`src/sv/wspf_pkg.sv`:
```
package wspf_pkg;

	localparam int MUL_AW = 34;
	localparam int MUL_BW = 17;
	localparam int MUL_PW = 51;
	localparam int DIV_NW = 48;
	localparam int DIV_DW = 32;
	localparam int DIV_CW = 6;

	// Register indexes of the configuration port
	localparam logic [2:0] REG_KP_BASE     = 3'd0;
	localparam logic [2:0] REG_KP_MAX      = 3'd1;
	localparam logic [2:0] REG_KP_FULL_ERR = 3'd2;
	localparam logic [2:0] REG_KP_SHAPE    = 3'd3;
	localparam logic [2:0] REG_KI_GAIN     = 3'd4;
	localparam logic [2:0] REG_SAMPLE_US   = 3'd5;
	localparam logic [2:0] REG_DUTY_MIN    = 3'd6;
	localparam logic [2:0] REG_DUTY_MAX    = 3'd7;

	// Feedforward fit, Q.16; FF_C is the ramp top K_lo*30 + B_lo
	localparam logic [26:0] FF_C    [2] = '{27'd75422941, 27'd81244640};
	localparam logic [20:0] FF_K_LO [2] = '{21'd1360957, 21'd1449675};
	localparam logic [25:0] FF_B_LO [2] = '{26'd34594231, 26'd37754390};
	localparam logic [20:0] FF_K_HI [2] = '{21'd1611993, 21'd1597350};
	localparam logic [25:0] FF_B_HI [2] = '{26'd12863496, 26'd27770704};

	localparam logic [15:0] FF_LOW_EDGE = 16'd480;
	localparam logic [15:0] FF_MID_EDGE = 16'd1280;
	localparam logic [15:0] INT_ERR_MAX = 16'd320;
	localparam logic signed [16:0] STEP_MIN = 17'sd320;
	localparam logic signed [19:0] INT_LIMIT = 20'sd128000;
	localparam logic signed [15:0] SHAPE_FLOOR = -16'sd15565;
	localparam logic [23:0] INT_DIVISOR = 24'd16000000;

	typedef struct packed {
		logic              start;
		logic [MUL_AW-1:0] a;
		logic [MUL_BW-1:0] b;
	} mul_req_t;

	typedef struct packed {
		logic              start;
		logic [DIV_NW-1:0] num;
		logic [DIV_DW-1:0] den;
	} div_req_t;

	typedef struct packed {
		logic busy;
		logic done;
	} unit_sts_t;

	typedef enum logic [11:0] {
		ST_IDLE   = 12'b0000_0000_0001,
		ST_FF_MUL = 12'b0000_0000_0010,
		ST_FF_DIV = 12'b0000_0000_0100,
		ST_KP_NUM = 12'b0000_0000_1000,
		ST_KP_DEN = 12'b0000_0001_0000,
		ST_KP_DIV = 12'b0000_0010_0000,
		ST_KP_MUL = 12'b0000_0100_0000,
		ST_P_MUL  = 12'b0000_1000_0000,
		ST_I_MUL1 = 12'b0001_0000_0000,
		ST_I_MUL2 = 12'b0010_0000_0000,
		ST_I_DIV  = 12'b0100_0000_0000,
		ST_SUM    = 12'b1000_0000_0000
	} state_t;

endpackage

```
`src/sv/wspf_mul.sv`:
```
// Shift-add multiplier, one multiplier bit per cycle; stops once the
// remaining multiplier bits are all zero.
module wspf_mul (
	input  logic                         clk,
	input  logic                         arst_n,
	input  wspf_pkg::mul_req_t           req,
	output wspf_pkg::unit_sts_t          sts,
	output logic [wspf_pkg::MUL_PW-1:0]  prod
);

	logic                        busy_q;
	logic [wspf_pkg::MUL_PW-1:0] acc_q;
	logic [wspf_pkg::MUL_PW-1:0] sh_q;
	logic [wspf_pkg::MUL_BW-1:0] b_q;

	assign sts.busy = busy_q;
	assign sts.done = busy_q && (b_q == '0);
	assign prod     = acc_q;

	always_ff @(posedge clk or negedge arst_n) begin
		if (!arst_n) begin
			busy_q <= 1'b0;
		end else if (req.start) begin
			busy_q <= 1'b1;
		end else if (sts.done) begin
			busy_q <= 1'b0;
		end
	end

	always_ff @(posedge clk) begin
		if (req.start) begin
			acc_q <= '0;
			sh_q  <= wspf_pkg::MUL_PW'(req.a);
			b_q   <= req.b;
		end else if (busy_q && (b_q != '0)) begin
			if (b_q[0]) begin
				acc_q <= acc_q + sh_q;
			end
			sh_q <= sh_q << 1;
			b_q  <= b_q >> 1;
		end
	end

endmodule

```
`src/sv/wspf_div.sv`:
```
// Restoring divider, one quotient bit per cycle.
module wspf_div (
	input  logic                         clk,
	input  logic                         arst_n,
	input  wspf_pkg::div_req_t           req,
	output wspf_pkg::unit_sts_t          sts,
	output logic [wspf_pkg::DIV_NW-1:0]  quo
);

	logic                        busy_q;
	logic [wspf_pkg::DIV_CW-1:0] cnt_q;
	logic [wspf_pkg::DIV_NW-1:0] quo_q;
	logic [wspf_pkg::DIV_DW-1:0] rem_q;
	logic [wspf_pkg::DIV_DW-1:0] den_q;
	logic [wspf_pkg::DIV_DW:0]   trial;
	logic                        ge;

	assign trial    = {rem_q, quo_q[wspf_pkg::DIV_NW-1]};
	assign ge       = trial >= {1'b0, den_q};
	assign sts.busy = busy_q;
	assign sts.done = busy_q && (cnt_q == '0);
	assign quo      = quo_q;

	always_ff @(posedge clk or negedge arst_n) begin
		if (!arst_n) begin
			busy_q <= 1'b0;
			cnt_q  <= '0;
		end else if (req.start) begin
			busy_q <= 1'b1;
			cnt_q  <= wspf_pkg::DIV_CW'(wspf_pkg::DIV_NW);
		end else if (sts.done) begin
			busy_q <= 1'b0;
		end else if (busy_q) begin
			cnt_q <= cnt_q - 1'b1;
		end
	end

	always_ff @(posedge clk) begin
		if (req.start) begin
			quo_q <= req.num;
			rem_q <= '0;
			den_q <= req.den;
		end else if (busy_q && (cnt_q != '0)) begin
			quo_q <= {quo_q[wspf_pkg::DIV_NW-2:0], ge};
			rem_q <= ge ? wspf_pkg::DIV_DW'(trial - {1'b0, den_q})
			            : trial[wspf_pkg::DIV_DW-1:0];
		end
	end

endmodule

```
`src/sv/wheel_speed_pid_feedforward_unit.sv`:
```
// When the sample period is zero an item goes straight from idle to the final sum;
// otherwise the time per item is set by the bit-serial multiplier (one bit per cycle,
// up to 17 bits per product) and the restoring divider (up to three divisions).
// Throughput: one item at a time; the next item is taken the cycle after the result
// is in the output register, even while that result still waits.
// Reset (arst_n low): configuration registers to their defaults, integral state cleared.
module wheel_speed_pid_feedforward_unit (
	input  logic               clk,
	input  logic               arst_n,
	// configuration write channel
	input  logic               cfg_valid,
	output logic               cfg_ready,
	input  logic [2:0]         cfg_index,
	input  logic [15:0]        cfg_data,
	// item channel
	input  logic               item_valid,
	output logic               item_stall,
	input  logic               wheel_sel,
	input  logic signed [15:0] target_speed,
	input  logic signed [15:0] measured_speed,
	// result channel
	output logic               result_valid,
	input  logic               result_stall,
	output logic signed [15:0] duty
);

	// Configuration registers
	logic [15:0]        kp_base_q;
	logic [15:0]        kp_max_q;
	logic [14:0]        kp_full_error_q;
	logic signed [15:0] kp_shape_q;
	logic [15:0]        ki_gain_q;
	logic [15:0]        sample_us_q;
	logic signed [15:0] duty_min_q;
	logic signed [15:0] duty_max_q;

	// Per-wheel integral state
	logic signed [17:0] acc_q  [2];
	logic signed [15:0] prev_q [2];
	logic [1:0]         seen_q;

	// Sequencer and item registers
	wspf_pkg::state_t   state_q;
	logic               run_q;
	logic               zero_q;
	logic               w_q;
	logic signed [15:0] t_q;
	logic signed [16:0] e_q;

	// Intermediate results
	logic [33:0]        ffm_q;
	logic [30:0]        num_q;
	logic [30:0]        den_q;
	logic [16:0]        ratio_q;
	logic [31:0]        gain_q;
	logic signed [37:0] p_q;
	logic [24:0]        tmp_q;
	logic [16:0]        iadd_q;

	logic               result_valid_q;
	logic signed [15:0] duty_q;

	wspf_pkg::mul_req_t  mul_req;
	wspf_pkg::div_req_t  div_req;
	wspf_pkg::unit_sts_t mul_sts;
	wspf_pkg::unit_sts_t div_sts;
	logic [wspf_pkg::MUL_PW-1:0] mul_prod;
	logic [wspf_pkg::DIV_NW-1:0] div_quo;

	wspf_mul u_mul (
		.clk    (clk),
		.arst_n (arst_n),
		.req    (mul_req),
		.sts    (mul_sts),
		.prod   (mul_prod)
	);

	wspf_div u_div (
		.clk    (clk),
		.arst_n (arst_n),
		.req    (div_req),
		.sts    (div_sts),
		.quo    (div_quo)
	);

	assign cfg_ready    = 1'b1;
	assign item_stall   = (state_q != wspf_pkg::ST_IDLE);
	assign result_valid = result_valid_q;
	assign duty         = duty_q;

	logic item_xfer;
	logic slot_free;
	assign item_xfer = item_valid && !item_stall;
	assign slot_free = !result_valid_q || !result_stall;

	// Operand preparation: magnitudes of target and error, gain curve inputs
	logic [15:0]        t_u;
	logic [15:0]        ta;
	logic [16:0]        e_u;
	logic [15:0]        ea;
	logic               ff_low;
	logic               ff_mid;
	logic [14:0]        a_g;
	logic signed [15:0] s_c;
	logic signed [17:0] sp1_w;
	logic [15:0]        s_mag;
	logic signed [16:0] kd;
	logic [15:0]        kd_mag;

	always_comb begin
		t_u    = t_q;
		ta     = t_u[15] ? 16'(~t_u + 16'd1) : t_u;
		e_u    = e_q;
		ea     = e_u[16] ? 16'(~e_u + 17'd1) : e_u[15:0];
		ff_low = ta < wspf_pkg::FF_LOW_EDGE;
		ff_mid = ta <= wspf_pkg::FF_MID_EDGE;
		a_g    = (ea > {1'b0, kp_full_error_q}) ? kp_full_error_q : ea[14:0];
		s_c    = (kp_shape_q < wspf_pkg::SHAPE_FLOOR) ? wspf_pkg::SHAPE_FLOOR : kp_shape_q;
		sp1_w  = 18'sd16384 + 18'(s_c);
		s_mag  = s_c[15] ? 16'(-s_c) : 16'(s_c);
		kd     = $signed({1'b0, kp_max_q}) - $signed({1'b0, kp_base_q});
		kd_mag = kd[16] ? 16'(-kd) : kd[15:0];
	end

	// Route operands to the shared serial units by sequencer state
	always_comb begin
		mul_req.start = 1'b0;
		mul_req.a     = '0;
		mul_req.b     = '0;
		div_req.start = 1'b0;
		div_req.num   = '0;
		div_req.den   = '0;
		case (state_q)
			wspf_pkg::ST_FF_MUL: begin
				mul_req.start = !run_q;
				mul_req.a = ff_low ? 34'(wspf_pkg::FF_C[w_q])
				          : ff_mid ? 34'(wspf_pkg::FF_K_LO[w_q])
				                   : 34'(wspf_pkg::FF_K_HI[w_q]);
				mul_req.b = 17'(ta);
			end
			wspf_pkg::ST_FF_DIV: begin
				div_req.start = !run_q;
				div_req.num   = mul_prod[wspf_pkg::DIV_NW-1:0];
				div_req.den   = 32'(wspf_pkg::FF_LOW_EDGE);
			end
			wspf_pkg::ST_KP_NUM: begin
				mul_req.start = !run_q;
				mul_req.a     = 34'(sp1_w[15:0]);
				mul_req.b     = 17'(a_g);
			end
			wspf_pkg::ST_KP_DEN: begin
				mul_req.start = !run_q;
				mul_req.a     = 34'(s_mag);
				mul_req.b     = 17'(a_g);
			end
			wspf_pkg::ST_KP_DIV: begin
				div_req.start = !run_q;
				div_req.num   = 48'({num_q, 16'b0});
				div_req.den   = 32'(den_q);
			end
			wspf_pkg::ST_KP_MUL: begin
				mul_req.start = !run_q;
				mul_req.a     = 34'(kd_mag);
				mul_req.b     = ratio_q;
			end
			wspf_pkg::ST_P_MUL: begin
				mul_req.start = !run_q;
				mul_req.a     = 34'(gain_q);
				mul_req.b     = 17'(ea);
			end
			wspf_pkg::ST_I_MUL1: begin
				mul_req.start = !run_q;
				mul_req.a     = 34'(ki_gain_q);
				mul_req.b     = 17'(ea);
			end
			wspf_pkg::ST_I_MUL2: begin
				mul_req.start = !run_q;
				mul_req.a     = 34'(tmp_q);
				mul_req.b     = 17'(sample_us_q);
			end
			wspf_pkg::ST_I_DIV: begin
				div_req.start = !run_q;
				div_req.num   = mul_prod[wspf_pkg::DIV_NW-1:0];
				div_req.den   = 32'(wspf_pkg::INT_DIVISOR);
			end
			default: begin
			end
		endcase
	end

	// Results of finished operations
	logic signed [33:0] den_w;
	logic signed [34:0] gain_w;
	logic [35:0]        pm;

	always_comb begin
		den_w = $signed({5'b0, kp_full_error_q, 14'b0})
		      + (s_c[15] ? -$signed({3'b0, mul_prod[30:0]})
		                 :  $signed({3'b0, mul_prod[30:0]}));
		gain_w = $signed({3'b0, kp_base_q, 16'b0})
		       + (kd[16] ? -$signed({3'b0, mul_prod[31:0]})
		                 :  $signed({3'b0, mul_prod[31:0]}));
		pm = mul_prod[47:12];
	end

	// Integral update and final sum, evaluated in the last state
	logic               seen;
	logic signed [15:0] prevv;
	logic signed [17:0] i0;
	logic signed [17:0] i0q;
	logic signed [17:0] i1;
	logic signed [16:0] step;
	logic               rev;
	logic               same;
	logic               big;
	logic               opp;
	logic signed [19:0] i2;
	logic signed [19:0] i3;
	logic signed [17:0] acc_new;
	logic signed [39:0] ff_s;
	logic signed [39:0] sum;
	logic signed [39:0] hi_x;
	logic signed [39:0] lo_x;
	logic signed [39:0] sh;
	logic signed [15:0] d;

	always_comb begin
		seen  = seen_q[w_q];
		prevv = seen ? prev_q[w_q] : t_q;
		i0    = seen ? acc_q[w_q] : 18'sd0;
		rev   = (prevv > 0 && t_q < 0) || (prevv < 0 && t_q > 0);
		same  = (prevv > 0 && t_q > 0) || (prevv < 0 && t_q < 0);
		step  = 17'(t_q) - 17'(prevv);
		big   = (step >= wspf_pkg::STEP_MIN) || (step <= -wspf_pkg::STEP_MIN);
		opp   = (i0 > 0 && e_q < 0) || (i0 < 0 && e_q > 0);
		// quarter, rounding toward zero
		i0q   = (i0 + (i0[17] ? 18'sd3 : 18'sd0)) >>> 2;
		if (prevv == 0 || rev) begin
			i1 = 18'sd0;
		end else if (same && big && opp) begin
			i1 = i0q;
		end else begin
			i1 = i0;
		end
		i2 = 20'(i1) + (e_q[16] ? -$signed({3'b0, iadd_q}) : $signed({3'b0, iadd_q}));
		if (i2 > wspf_pkg::INT_LIMIT) begin
			i3 = wspf_pkg::INT_LIMIT;
		end else if (i2 < -wspf_pkg::INT_LIMIT) begin
			i3 = -wspf_pkg::INT_LIMIT;
		end else begin
			i3 = i2;
		end
		acc_new = (t_q == 0) ? 18'sd0 : i3[17:0];

		ff_s = t_q[15] ? -$signed({6'b0, ffm_q}) : $signed({6'b0, ffm_q});
		sum  = ff_s + 40'(p_q) + (40'(acc_new) <<< 8);
		hi_x = 40'(duty_max_q) <<< 16;
		lo_x = 40'(duty_min_q) <<< 16;
		sh   = (sum >>> 16) + ((sum[39] && sum[15:0] != 16'd0) ? 40'sd1 : 40'sd0);
		if (sum > hi_x) begin
			d = duty_max_q;
		end else if (sum < lo_x) begin
			d = duty_min_q;
		end else begin
			d = sh[15:0];
		end
	end

	// Configuration writes
	always_ff @(posedge clk or negedge arst_n) begin
		if (!arst_n) begin
			kp_base_q       <= 16'd31;
			kp_max_q        <= 16'd1024;
			kp_full_error_q <= 15'd800;
			kp_shape_q      <= 16'sd0;
			ki_gain_q       <= 16'd1536;
			sample_us_q     <= 16'd10000;
			duty_min_q      <= -16'sd10000;
			duty_max_q      <= 16'sd10000;
		end else if (cfg_valid && cfg_ready) begin
			case (cfg_index)
				wspf_pkg::REG_KP_BASE:     kp_base_q       <= cfg_data;
				wspf_pkg::REG_KP_MAX:      kp_max_q        <= cfg_data;
				wspf_pkg::REG_KP_FULL_ERR: kp_full_error_q <= cfg_data[14:0];
				wspf_pkg::REG_KP_SHAPE:    kp_shape_q      <= cfg_data;
				wspf_pkg::REG_KI_GAIN:     ki_gain_q       <= cfg_data;
				wspf_pkg::REG_SAMPLE_US:   sample_us_q     <= cfg_data;
				wspf_pkg::REG_DUTY_MIN:    duty_min_q      <= cfg_data;
				wspf_pkg::REG_DUTY_MAX:    duty_max_q      <= cfg_data;
				default: begin
				end
			endcase
		end
	end

	// Sequencer, integral state and output register
	always_ff @(posedge clk or negedge arst_n) begin
		if (!arst_n) begin
			state_q        <= wspf_pkg::ST_IDLE;
			run_q          <= 1'b0;
			zero_q         <= 1'b0;
			result_valid_q <= 1'b0;
			acc_q[0]       <= '0;
			acc_q[1]       <= '0;
			prev_q[0]      <= '0;
			prev_q[1]      <= '0;
			seen_q         <= '0;
		end else begin
			// load a new result, or drop the result once it transfers
			if (state_q == wspf_pkg::ST_SUM && slot_free) begin
				result_valid_q <= 1'b1;
			end else if (result_valid_q && !result_stall) begin
				result_valid_q <= 1'b0;
			end
			if (mul_req.start || div_req.start) begin
				run_q <= 1'b1;
			end
			case (state_q)
				wspf_pkg::ST_IDLE: begin
					if (item_xfer) begin
						zero_q  <= (sample_us_q == 16'd0);
						state_q <= (sample_us_q == 16'd0) ? wspf_pkg::ST_SUM
						                                  : wspf_pkg::ST_FF_MUL;
					end
				end
				wspf_pkg::ST_FF_MUL: begin
					if (mul_sts.done) begin
						run_q <= 1'b0;
						if (ff_low) begin
							state_q <= wspf_pkg::ST_FF_DIV;
						end else begin
							state_q <= (kp_full_error_q == '0) ? wspf_pkg::ST_P_MUL
							                                   : wspf_pkg::ST_KP_NUM;
						end
					end
				end
				wspf_pkg::ST_FF_DIV: begin
					if (div_sts.done) begin
						run_q   <= 1'b0;
						state_q <= (kp_full_error_q == '0) ? wspf_pkg::ST_P_MUL
						                                   : wspf_pkg::ST_KP_NUM;
					end
				end
				wspf_pkg::ST_KP_NUM: begin
					if (mul_sts.done) begin
						run_q   <= 1'b0;
						state_q <= wspf_pkg::ST_KP_DEN;
					end
				end
				wspf_pkg::ST_KP_DEN: begin
					if (mul_sts.done) begin
						run_q   <= 1'b0;
						state_q <= wspf_pkg::ST_KP_DIV;
					end
				end
				wspf_pkg::ST_KP_DIV: begin
					if (div_sts.done) begin
						run_q   <= 1'b0;
						state_q <= wspf_pkg::ST_KP_MUL;
					end
				end
				wspf_pkg::ST_KP_MUL: begin
					if (mul_sts.done) begin
						run_q   <= 1'b0;
						state_q <= wspf_pkg::ST_P_MUL;
					end
				end
				wspf_pkg::ST_P_MUL: begin
					if (mul_sts.done) begin
						run_q   <= 1'b0;
						state_q <= (ea <= wspf_pkg::INT_ERR_MAX) ? wspf_pkg::ST_I_MUL1
						                                         : wspf_pkg::ST_SUM;
					end
				end
				wspf_pkg::ST_I_MUL1: begin
					if (mul_sts.done) begin
						run_q   <= 1'b0;
						state_q <= wspf_pkg::ST_I_MUL2;
					end
				end
				wspf_pkg::ST_I_MUL2: begin
					if (mul_sts.done) begin
						run_q   <= 1'b0;
						state_q <= wspf_pkg::ST_I_DIV;
					end
				end
				wspf_pkg::ST_I_DIV: begin
					if (div_sts.done) begin
						run_q   <= 1'b0;
						state_q <= wspf_pkg::ST_SUM;
					end
				end
				wspf_pkg::ST_SUM: begin
					// hold until the output register is free
					if (slot_free) begin
						state_q <= wspf_pkg::ST_IDLE;
						if (!zero_q) begin
							acc_q[w_q]  <= acc_new;
							prev_q[w_q] <= t_q;
							seen_q[w_q] <= 1'b1;
						end
					end
				end
				default: begin
					state_q <= wspf_pkg::ST_IDLE;
				end
			endcase
		end
	end

	// Datapath registers
	always_ff @(posedge clk) begin
		if (item_xfer) begin
			w_q    <= wheel_sel;
			t_q    <= target_speed;
			e_q    <= 17'(target_speed) - 17'(measured_speed);
			iadd_q <= '0;
		end
		if (state_q == wspf_pkg::ST_SUM && slot_free) begin
			duty_q <= zero_q ? 16'sd0 : d;
		end
		case (state_q)
			wspf_pkg::ST_FF_MUL: begin
				if (mul_sts.done) begin
					ffm_q <= ff_mid ? 34'(mul_prod[35:4]) + 34'(wspf_pkg::FF_B_LO[w_q])
					                : 34'(mul_prod[35:4]) + 34'(wspf_pkg::FF_B_HI[w_q]);
					if (kp_full_error_q == '0) begin
						gain_q <= {kp_max_q, 16'b0};
					end
				end
			end
			wspf_pkg::ST_FF_DIV: begin
				if (div_sts.done) begin
					ffm_q <= 34'(div_quo[26:0]);
					if (kp_full_error_q == '0) begin
						gain_q <= {kp_max_q, 16'b0};
					end
				end
			end
			wspf_pkg::ST_KP_NUM: begin
				if (mul_sts.done) begin
					num_q <= mul_prod[30:0];
				end
			end
			wspf_pkg::ST_KP_DEN: begin
				if (mul_sts.done) begin
					den_q <= den_w[30:0];
				end
			end
			wspf_pkg::ST_KP_DIV: begin
				if (div_sts.done) begin
					ratio_q <= div_quo[16:0];
				end
			end
			wspf_pkg::ST_KP_MUL: begin
				if (mul_sts.done) begin
					gain_q <= gain_w[31:0];
				end
			end
			wspf_pkg::ST_P_MUL: begin
				if (mul_sts.done) begin
					p_q <= e_q[16] ? -$signed({2'b0, pm}) : $signed({2'b0, pm});
				end
			end
			wspf_pkg::ST_I_MUL1: begin
				if (mul_sts.done) begin
					tmp_q <= mul_prod[24:0];
				end
			end
			wspf_pkg::ST_I_DIV: begin
				if (div_sts.done) begin
					iadd_q <= div_quo[16:0];
				end
			end
			default: begin
			end
		endcase
	end

`ifndef SYNTHESIS
	a_stall_after_xfer: assert property (@(posedge clk) disable iff (!arst_n)
		item_xfer |=> item_stall)
		else $error("item taken while a previous one still in work");

	a_units_idle: assert property (@(posedge clk) disable iff (!arst_n)
		(state_q == wspf_pkg::ST_IDLE) |-> (!mul_sts.busy && !div_sts.busy))
		else $error("serial unit busy while sequencer idle");

	a_int_bound: assert property (@(posedge clk) disable iff (!arst_n)
		(acc_q[0] <= 18'sd128000) && (acc_q[0] >= -18'sd128000) &&
		(acc_q[1] <= 18'sd128000) && (acc_q[1] >= -18'sd128000))
		else $error("integral out of saturation range");

	a_one_unit: assert property (@(posedge clk) disable iff (!arst_n)
		!(mul_sts.busy && div_sts.busy))
		else $error("multiplier and divider busy together");
`endif

endmodule
```
`config.mk`:
```
export PLATFORM = sky130hd
export DESIGN_NAME = wheel_speed_pid_feedforward_unit
export DESIGN_NICKNAME = d
export VERILOG_FILES = /design/src/sv/wspf_pkg.sv /design/src/sv/wspf_mul.sv /design/src/sv/wspf_div.sv /design/src/sv/wheel_speed_pid_feedforward_unit.sv
export SDC_FILE = /design/constraint.sdc
export NUM_CORES = 2
export LEC_CHECK = 0
export BUFFER_PORTS_ARGS = -buffer_cell sky130_fd_sc_hd__buf_2
export CORE_ASPECT_RATIO = 1.2
export CORE_MARGIN = 4
export CORE_UTILIZATION = 45
export CTS_CLUSTER_DIAMETER = 30
export DETAILED_ROUTE_END_ITERATION = 6
export SLEW_MARGIN = 20
export SYNTH_ARGS = -nofsm -noshare
export SYNTH_HDL_FRONTEND = slang
export SYNTH_HIERARCHICAL = 1
export SYNTH_SLANG_ARGS = --single-unit
export TNS_END_PERCENT = 20
```
`constraint.sdc`:
```
create_clock -name clk -period 19.65 [get_ports clk]
set_clock_uncertainty 0.2 [all_clocks]
set_input_delay 2.9475 -clock clk [delete_from_list [all_inputs] [get_ports clk]]
set_output_delay 2.9475 -clock clk [all_outputs]
set_load 0.005 [all_outputs]
```
# ---- Yosys cells after proc, flatten, opt, wreduce, memory -nomap -nowiden
# Index checks and enable logic that the tools add are counted.
dict set report word_totals {
  wordCells 302
  out_inout_bits 19
  inputBits 57
  regBits 726
}
dict set report op_classes {
  add_sub_neg 25
  magnitude_cmp 24
  eq_ne 33
  bitwise 5
  n_mux 106
  reduce_logical 69
}
# operator n
set ops {}
lappend ops {{$pmux 52 s7} 1}
lappend ops {{$pmux 81 s3} 1}
lappend ops {{$mux 16} 13}
lappend ops {{$mux 18} 11}
lappend ops {{$mux 32} 6}
lappend ops {{$mux 12} 14}
lappend ops {{$pmux 12 s12} 1}
lappend ops {{$mux 34} 4}
lappend ops {{$mux 21} 5}
lappend ops {{$mux 26} 4}
lappend ops {{$mux 48} 2}
lappend ops {{$pmux 32 s3} 1}
lappend ops {{$mux 17} 5}
lappend ops {{$mux 27} 3}
lappend ops {{$pmux 34 s2} 1}
lappend ops {{$add 32x26->33} 2}
lappend ops {{$logic_not 32->1} 2}
lappend ops {{$add 51x51->51} 1}
lappend ops {{$sub 16x16->17} 3}
lappend ops {{$add 40x26->40} 1}
lappend ops {{$add 40x38->40} 1}
lappend ops {{$gt 40x32->1} 1}
lappend ops {{$lt 40x32->1} 1}
lappend ops {{$mux 40} 1}
lappend ops {{93 further kinds} 177}

# ---- Longest topological paths before layout
dict set report depth {
  ltp_word 24
  ltp_mapped 62
  mapped_depth_nobuf 54
}

# ---- Hierarchy
# Netlist, hierarchy kept.
# module instances seq_area_each_um2 area_each_um2 cells_each
set modules_own_cells {}
lappend modules_own_cells {wheel_speed_pid_feedforward_unit 1 13400.4 36184.7 3811}
lappend modules_own_cells {wspf_mul 1 2917.8 7467.2 815}
lappend modules_own_cells {wspf_div 1 3218.1 6919.1 658}

# ---- Least setup slack after synthesis
# No wires, ideal clock.
dict set report synth_timing {
  kind {reg-to-reg}
  startpoint {reg w_q}
  endpoint {reg duty_q[4] (netlist: duty[4]), data pin}
  path_buffers 8
  path_slack_ps 6732
  setup_time_ps 266
  required_ps 19184
  arrival_ps 12452
  path_stages_with_launch 57
  synth_period_minus_slack_ps 12918
  cell_sequence {edfxtp_1 > buf_2 > buf_2 > buf_2 > mux2i_1 > inv_1 > ha_1 > buf_2 > nor4_2 > a211oi_1 > or3_1 > a2111oi_0 > nand4_1 > o31a_4 > nand2_1 > clkbuf_1 > a21oi_1 > nor2_1 > [... 21 more ...] > o21a_1 > o21ai_0 > o31ai_1 > a21boi_0 > nor2_1 > xnor2_1 > ha_1 > nand4_1 > nor4_1 > nand2_1 > o311ai_0 > xnor2_1 > o41a_1 > clkbuf_1 > inv_1 > clkbuf_1 > mux2i_1 > nor2_1}
}
dict set report synth_between {
  elab_chain_len 24
  word_cells_on_any_way 51
  cone_classes {add/sub: 5; order compare: 10; mux: 19; bitwise: 1; reduce/logical: 16}
}
# element line_no
set synth_lines {}
lappend synth_lines {{start, declared} wheel_speed_pid_feedforward_unit.sv:46} ;# logic w_q;
lappend synth_lines {{start signal, assigned} wheel_speed_pid_feedforward_unit.sv:414} ;# w_q <= wheel_sel;
lappend synth_lines {{$not 1->2 (implied by the code)} {wheel_speed_pid_feedforward_unit.sv:229, wheel_speed_pid_feedforward_unit.sv:230}}
lappend synth_lines {{$mux 16 (implied by the code) (3 in series)} wheel_speed_pid_feedforward_unit.sv:229} ;# prevv = seen ? prev_q[w_q] : t_q;
lappend synth_lines {{$mux 16} wheel_speed_pid_feedforward_unit.sv:229}
lappend synth_lines {{$sub 16x16->17, or another cell as far along} wheel_speed_pid_feedforward_unit.sv:233} ;# step = 17'(t_q) - 17'(prevv);
lappend synth_lines {{$ge 17x10->1, or another cell as far along} wheel_speed_pid_feedforward_unit.sv:234} ;# big = (step >= wspf_pkg::STEP_MIN) || (step <= -wspf_pkg::STEP_MIN);
lappend synth_lines {{$logic_or 1x1->1, on equally long branches} {wheel_speed_pid_feedforward_unit.sv:234, wheel_speed_pid_feedforward_unit.sv:232}}
lappend synth_lines {{$logic_and 1x1->1 (2 in series)} wheel_speed_pid_feedforward_unit.sv:240} ;# end else if (same && big && opp) begin
lappend synth_lines {{$mux 18} wheel_speed_pid_feedforward_unit.sv:240}
lappend synth_lines {{[... 5 more ...]} n/a}
lappend synth_lines {{$mux 18 *} wheel_speed_pid_feedforward_unit.sv:253} ;# acc_new = (t_q == 0) ? 18'sd0 : i3[17:0];
lappend synth_lines {{$add 40x26->40 *} wheel_speed_pid_feedforward_unit.sv:256} ;# sum = ff_s + 40'(p_q) + (40'(acc_new) <<< 8);
lappend synth_lines {{$reduce_bool 16->1} wheel_speed_pid_feedforward_unit.sv:259} ;# sh = (sum >>> 16) + ((sum[39] && sum[15:0] != 16'd0) ? 40'sd1 : 40'sd0);
lappend synth_lines {{$logic_and 1x1->1} wheel_speed_pid_feedforward_unit.sv:259}
lappend synth_lines {{$mux 1} wheel_speed_pid_feedforward_unit.sv:259}
lappend synth_lines {{$add 16x2->16} wheel_speed_pid_feedforward_unit.sv:259}
lappend synth_lines {{$mux 16} wheel_speed_pid_feedforward_unit.sv:262} ;# end else if (sum < lo_x) begin
lappend synth_lines {{$mux 16 *} wheel_speed_pid_feedforward_unit.sv:260} ;# if (sum > hi_x) begin
lappend synth_lines {{end signal, assigned} wheel_speed_pid_feedforward_unit.sv:420} ;# duty_q <= zero_q ? 16'sd0 : d;
lappend synth_lines {{end, declared} wheel_speed_pid_feedforward_unit.sv:61} ;# logic signed [15:0] duty_q;
# Every way passes the cells marked *; elsewhere a longest branch is shown, timed or not. The select of a mux whose other input is x is not followed.
# A chain may end at the register's enable or synchronous reset.

# ---- Worst setup path in the final report
dict set report layout_timing {
  startpoint {reg w_q}
  endpoint {reg duty_q[2] (netlist: duty[2]), data pin}
}
dict set report layout_between {
  word_cells_on_any_way 51
  cone_classes {add/sub: 5; order compare: 10; mux: 19; bitwise: 1; reduce/logical: 16}
}
# element line_no
set layout_lines {}
lappend layout_lines {{$not 1->2 (implied by the code)} {wheel_speed_pid_feedforward_unit.sv:229, wheel_speed_pid_feedforward_unit.sv:230}}
lappend layout_lines {{$mux 16 (implied by the code) (3 in series)} wheel_speed_pid_feedforward_unit.sv:229}
lappend layout_lines {{$mux 16} wheel_speed_pid_feedforward_unit.sv:229}
lappend layout_lines {{$sub 16x16->17, or another cell as far along} wheel_speed_pid_feedforward_unit.sv:233}
lappend layout_lines {{$ge 17x10->1, or another cell as far along} wheel_speed_pid_feedforward_unit.sv:234}
lappend layout_lines {{$logic_or 1x1->1, on equally long branches} {wheel_speed_pid_feedforward_unit.sv:234, wheel_speed_pid_feedforward_unit.sv:232}}
lappend layout_lines {{$logic_and 1x1->1 (2 in series)} wheel_speed_pid_feedforward_unit.sv:240}
lappend layout_lines {{$mux 18} wheel_speed_pid_feedforward_unit.sv:240}
lappend layout_lines {{[... 5 more ...]} n/a}
lappend layout_lines {{$mux 18 *} wheel_speed_pid_feedforward_unit.sv:253}
lappend layout_lines {{named net acc_new[13]} wheel_speed_pid_feedforward_unit.sv:219} ;# logic signed [17:0] acc_new;
lappend layout_lines {{$add 40x26->40 *} wheel_speed_pid_feedforward_unit.sv:256}
lappend layout_lines {{$logic_and 1x1->1} wheel_speed_pid_feedforward_unit.sv:259}
lappend layout_lines {{$mux 1} wheel_speed_pid_feedforward_unit.sv:259}
lappend layout_lines {{$add 16x2->16} wheel_speed_pid_feedforward_unit.sv:259}
lappend layout_lines {{$mux 16} wheel_speed_pid_feedforward_unit.sv:262}
lappend layout_lines {{$mux 16 *} wheel_speed_pid_feedforward_unit.sv:260}
# The timed path passes the listed nets; every way through them passes the cells marked *. The select of a mux whose other input is x is not followed.

==> impl_metrics.yaml <==
sta:
  fin_crit_sh_pct: 82.6
  setup_violations: 0
  worst_slew_margin_rel_pct: 15.9
  drv_slew: 0
  rsz0062_at_grt: "no"
  fmax_ghz: 0.0616
  fin_setup_tns_ns: 0
  min_period_ns: 16.23
  hold_viol_final: 0
  finalWorstSetupSlack_ns: 3.42
  tightest_slew_ns: 1.26
yosys:
  postSynthAreaPerCell_um2: 9.60
  yosys_warnings: 6
  netlist_area_mm2: 0.0501
  synthCells: 5217
setup_path:
  crit_slowest_cell: "mux2i_1"
  critPathTopFamily: "compound AO/OA/AOI/OAI gates"
  critPathBufInv: 3
  worst_setup_path_end_kind: "flip-flop"
  cp_data_arrival_time_ns: 16.53
  cpMostUsedCell: "nand2_1"
  cp-start-kind: "flip-flop"
  worstSetupPathType: "flip-flop to flip-flop"
  crit_required_ns: 19.95
  cp_slowest_stage_delay_ns: 0.86
  crit_path_max_fanout: 42
floorplan:
  start_util_pct: 45.5
  die_y_um: 373
  ios: 76
  die-area_mm2: 0.117
  rows: 133
  fp.dieW_um: 312
  core_mm2: 0.110
route:
  route.detailed.drc: 5
  num_vias: 41800
  drt_wl_total_um: 169000
  drtAntennaViolNets: 0
  wl_per_cell_um: 24.5
  drt-pass1-iter-count: 7
  drt_iter0_markers: 3911
  vias_per_cell: 6.06
global_routing:
  grt_pass1_vias: 40400
  grt_first_pass_wirelength_um: 254000
  grt_use_total_pct: 28.3
  grt.overflow.total: 0
  antenna_found_initial: 9
  grt_max_degree: 125
clock_network:
  clock_sinks: 719
  cts_root_buffer: "clkbuf_16"
  cts_hold_buffers: 0
  cts_setup_buffers: 0
  cts_buffer_depth: 3
  cts_htree_levels: 4
  cts_resized: 0
  cts_buffers: 162
  cts_tree: "yes"
  clock_latency_ns: 0.78
  path_clk_slew_ns: 0.05
power_and_ir_drop:
  peakVddDrop_mv: 0.0844
  leakage_nw: 23.8
  power_mw: 9.31
  power_density_mw_per_mm2: 161
layout:
  fin_nets: 5703
  layout-drive-gt1-share_pct: 14.5
  design_area_mm2: 0.0577
  final_cells: 6901
  area_growth_pct: 15.2
placement:
  numPortBuffers: 74
  place_ws_ns: 3.85
  dp_hpwl_um: 124000
  place_inst: 6596
  globalplace.congestion: 0.965
  placed_area_mm2: 0.0520
run_status:
  status: "complete, but fails checks"
  violations: "design-rule violations"
hold_path:
  hp-class: "flip-flop to flip-flop"
run:
  maxCapViolCount: 0
## area by class of cell
class | count | area (µm²)
fill | 9955 | 52300
timing repair buffer | 158 | 1020
clock inverter | 90 | 1020
clock buffer | 214 | 4670
antenna | 1 | 2.50
sequential | 719 | 19400
tap | 1485 | 1860
inverter | 284 | 1070
multi-input combinational | 3950 | 28600
## placed cells by master (no fill, tap or decap), drive strengths merged, types with 39 or more instances in the layout
master	instances
nand2	452
edfxtp	388
a21oi	360
nor2	331
ha	330
inv	308
o21ai	293
xnor2	265
mux2	232
clkbuf	214
dfrtp	190
buf	158
xor2	122
nand3	120
dfxtp	111
a21o	105
nor3	98
mux2i	91
and2	75
a22o	66
nand4	56
or3	55
o31ai	55
nand2b	51
nor4	50
a211oi	48
clkinv	46
nor3b	42
o21a	41
o21bai	41
fa	41
a31oi	40
o41ai	40
nor2b	39
## state kept, by name, indices dropped and copies added (netlist names), 17 cells and up
signal,cells
u_div/den_q,32
ratio_q,17
u_mul/prod,48
gain_q,32
u_mul/b_q,17
e_q,17
iadd_q,17
num_q,31
u_div/quo,48
u_mul/sh_q,48
prev_q,32
tmp_q,25
u_div/rem_q,32
den_q,31
ffm_q,33
p_q,38
acc_q,36
## final timing paths
check	startpoint	to	slack, ns	cells past startpoint
max in group asynchronous	arst_n	duty_max_q[6]$_DFFE_PN0P_	15.77	2
worst max-delay path	w_q$_DFFE_PP_	duty[2]$_SDFFCE_PP0P_	3.42	51
worst min register to register	acc_q[19]$_DFFE_PN0P_	acc_q[19]$_DFFE_PN0P_	0.27	2
min in group asynchronous	arst_n	prev_q[18]$_DFFE_PN0P_	1.95	1
worst max register to register	w_q$_DFFE_PP_	duty[2]$_SDFFCE_PP0P_	3.42	51
worst min-delay path	acc_q[19]$_DFFE_PN0P_	acc_q[19]$_DFFE_PN0P_	0.27	2
## routing by layer
| metal | vias up | part of all wire, % | routed length, µm | GRT usage, % |
|---|---|---|---|---|
| met5 | - | 0.046 | 77 | 0 |
| met2 | 1656 | 45 | 76100 | 44.6 |
| met4 | 6 | 4.7 | 7910 | 12.7 |
| met1 | 20400 | 42 | 71700 | 37.2 |
| li1 | 19400 | - | - | - |
| met3 | 354 | 7.8 | 13100 | 6.27 |
## where the power goes
group / leakage (nW) / internal (mW) / switching (mW)
clock: 2.78 / 1.84 / 0.935
combinational: 13.8 / 1.63 / 2.67
sequential: 7.25 / 1.96 / 0.282
## tightest hold or removal path: stages (launching register included)
cell and delay, ns:
dfrtp_1 0.33, nand2_1 0.06, o41ai_2 0.05
## stage by stage
stage,utilization (%),hold WS [ns]
after global placement,47.3,0.260
after CTS,52.4,0.275
final,52.4,0.271
after detailed placement,47.3,0.264
after global routing,52.4,0.294
after floorplan,-,0.242
Note: power is estimated with default switching activity, not from simulation.
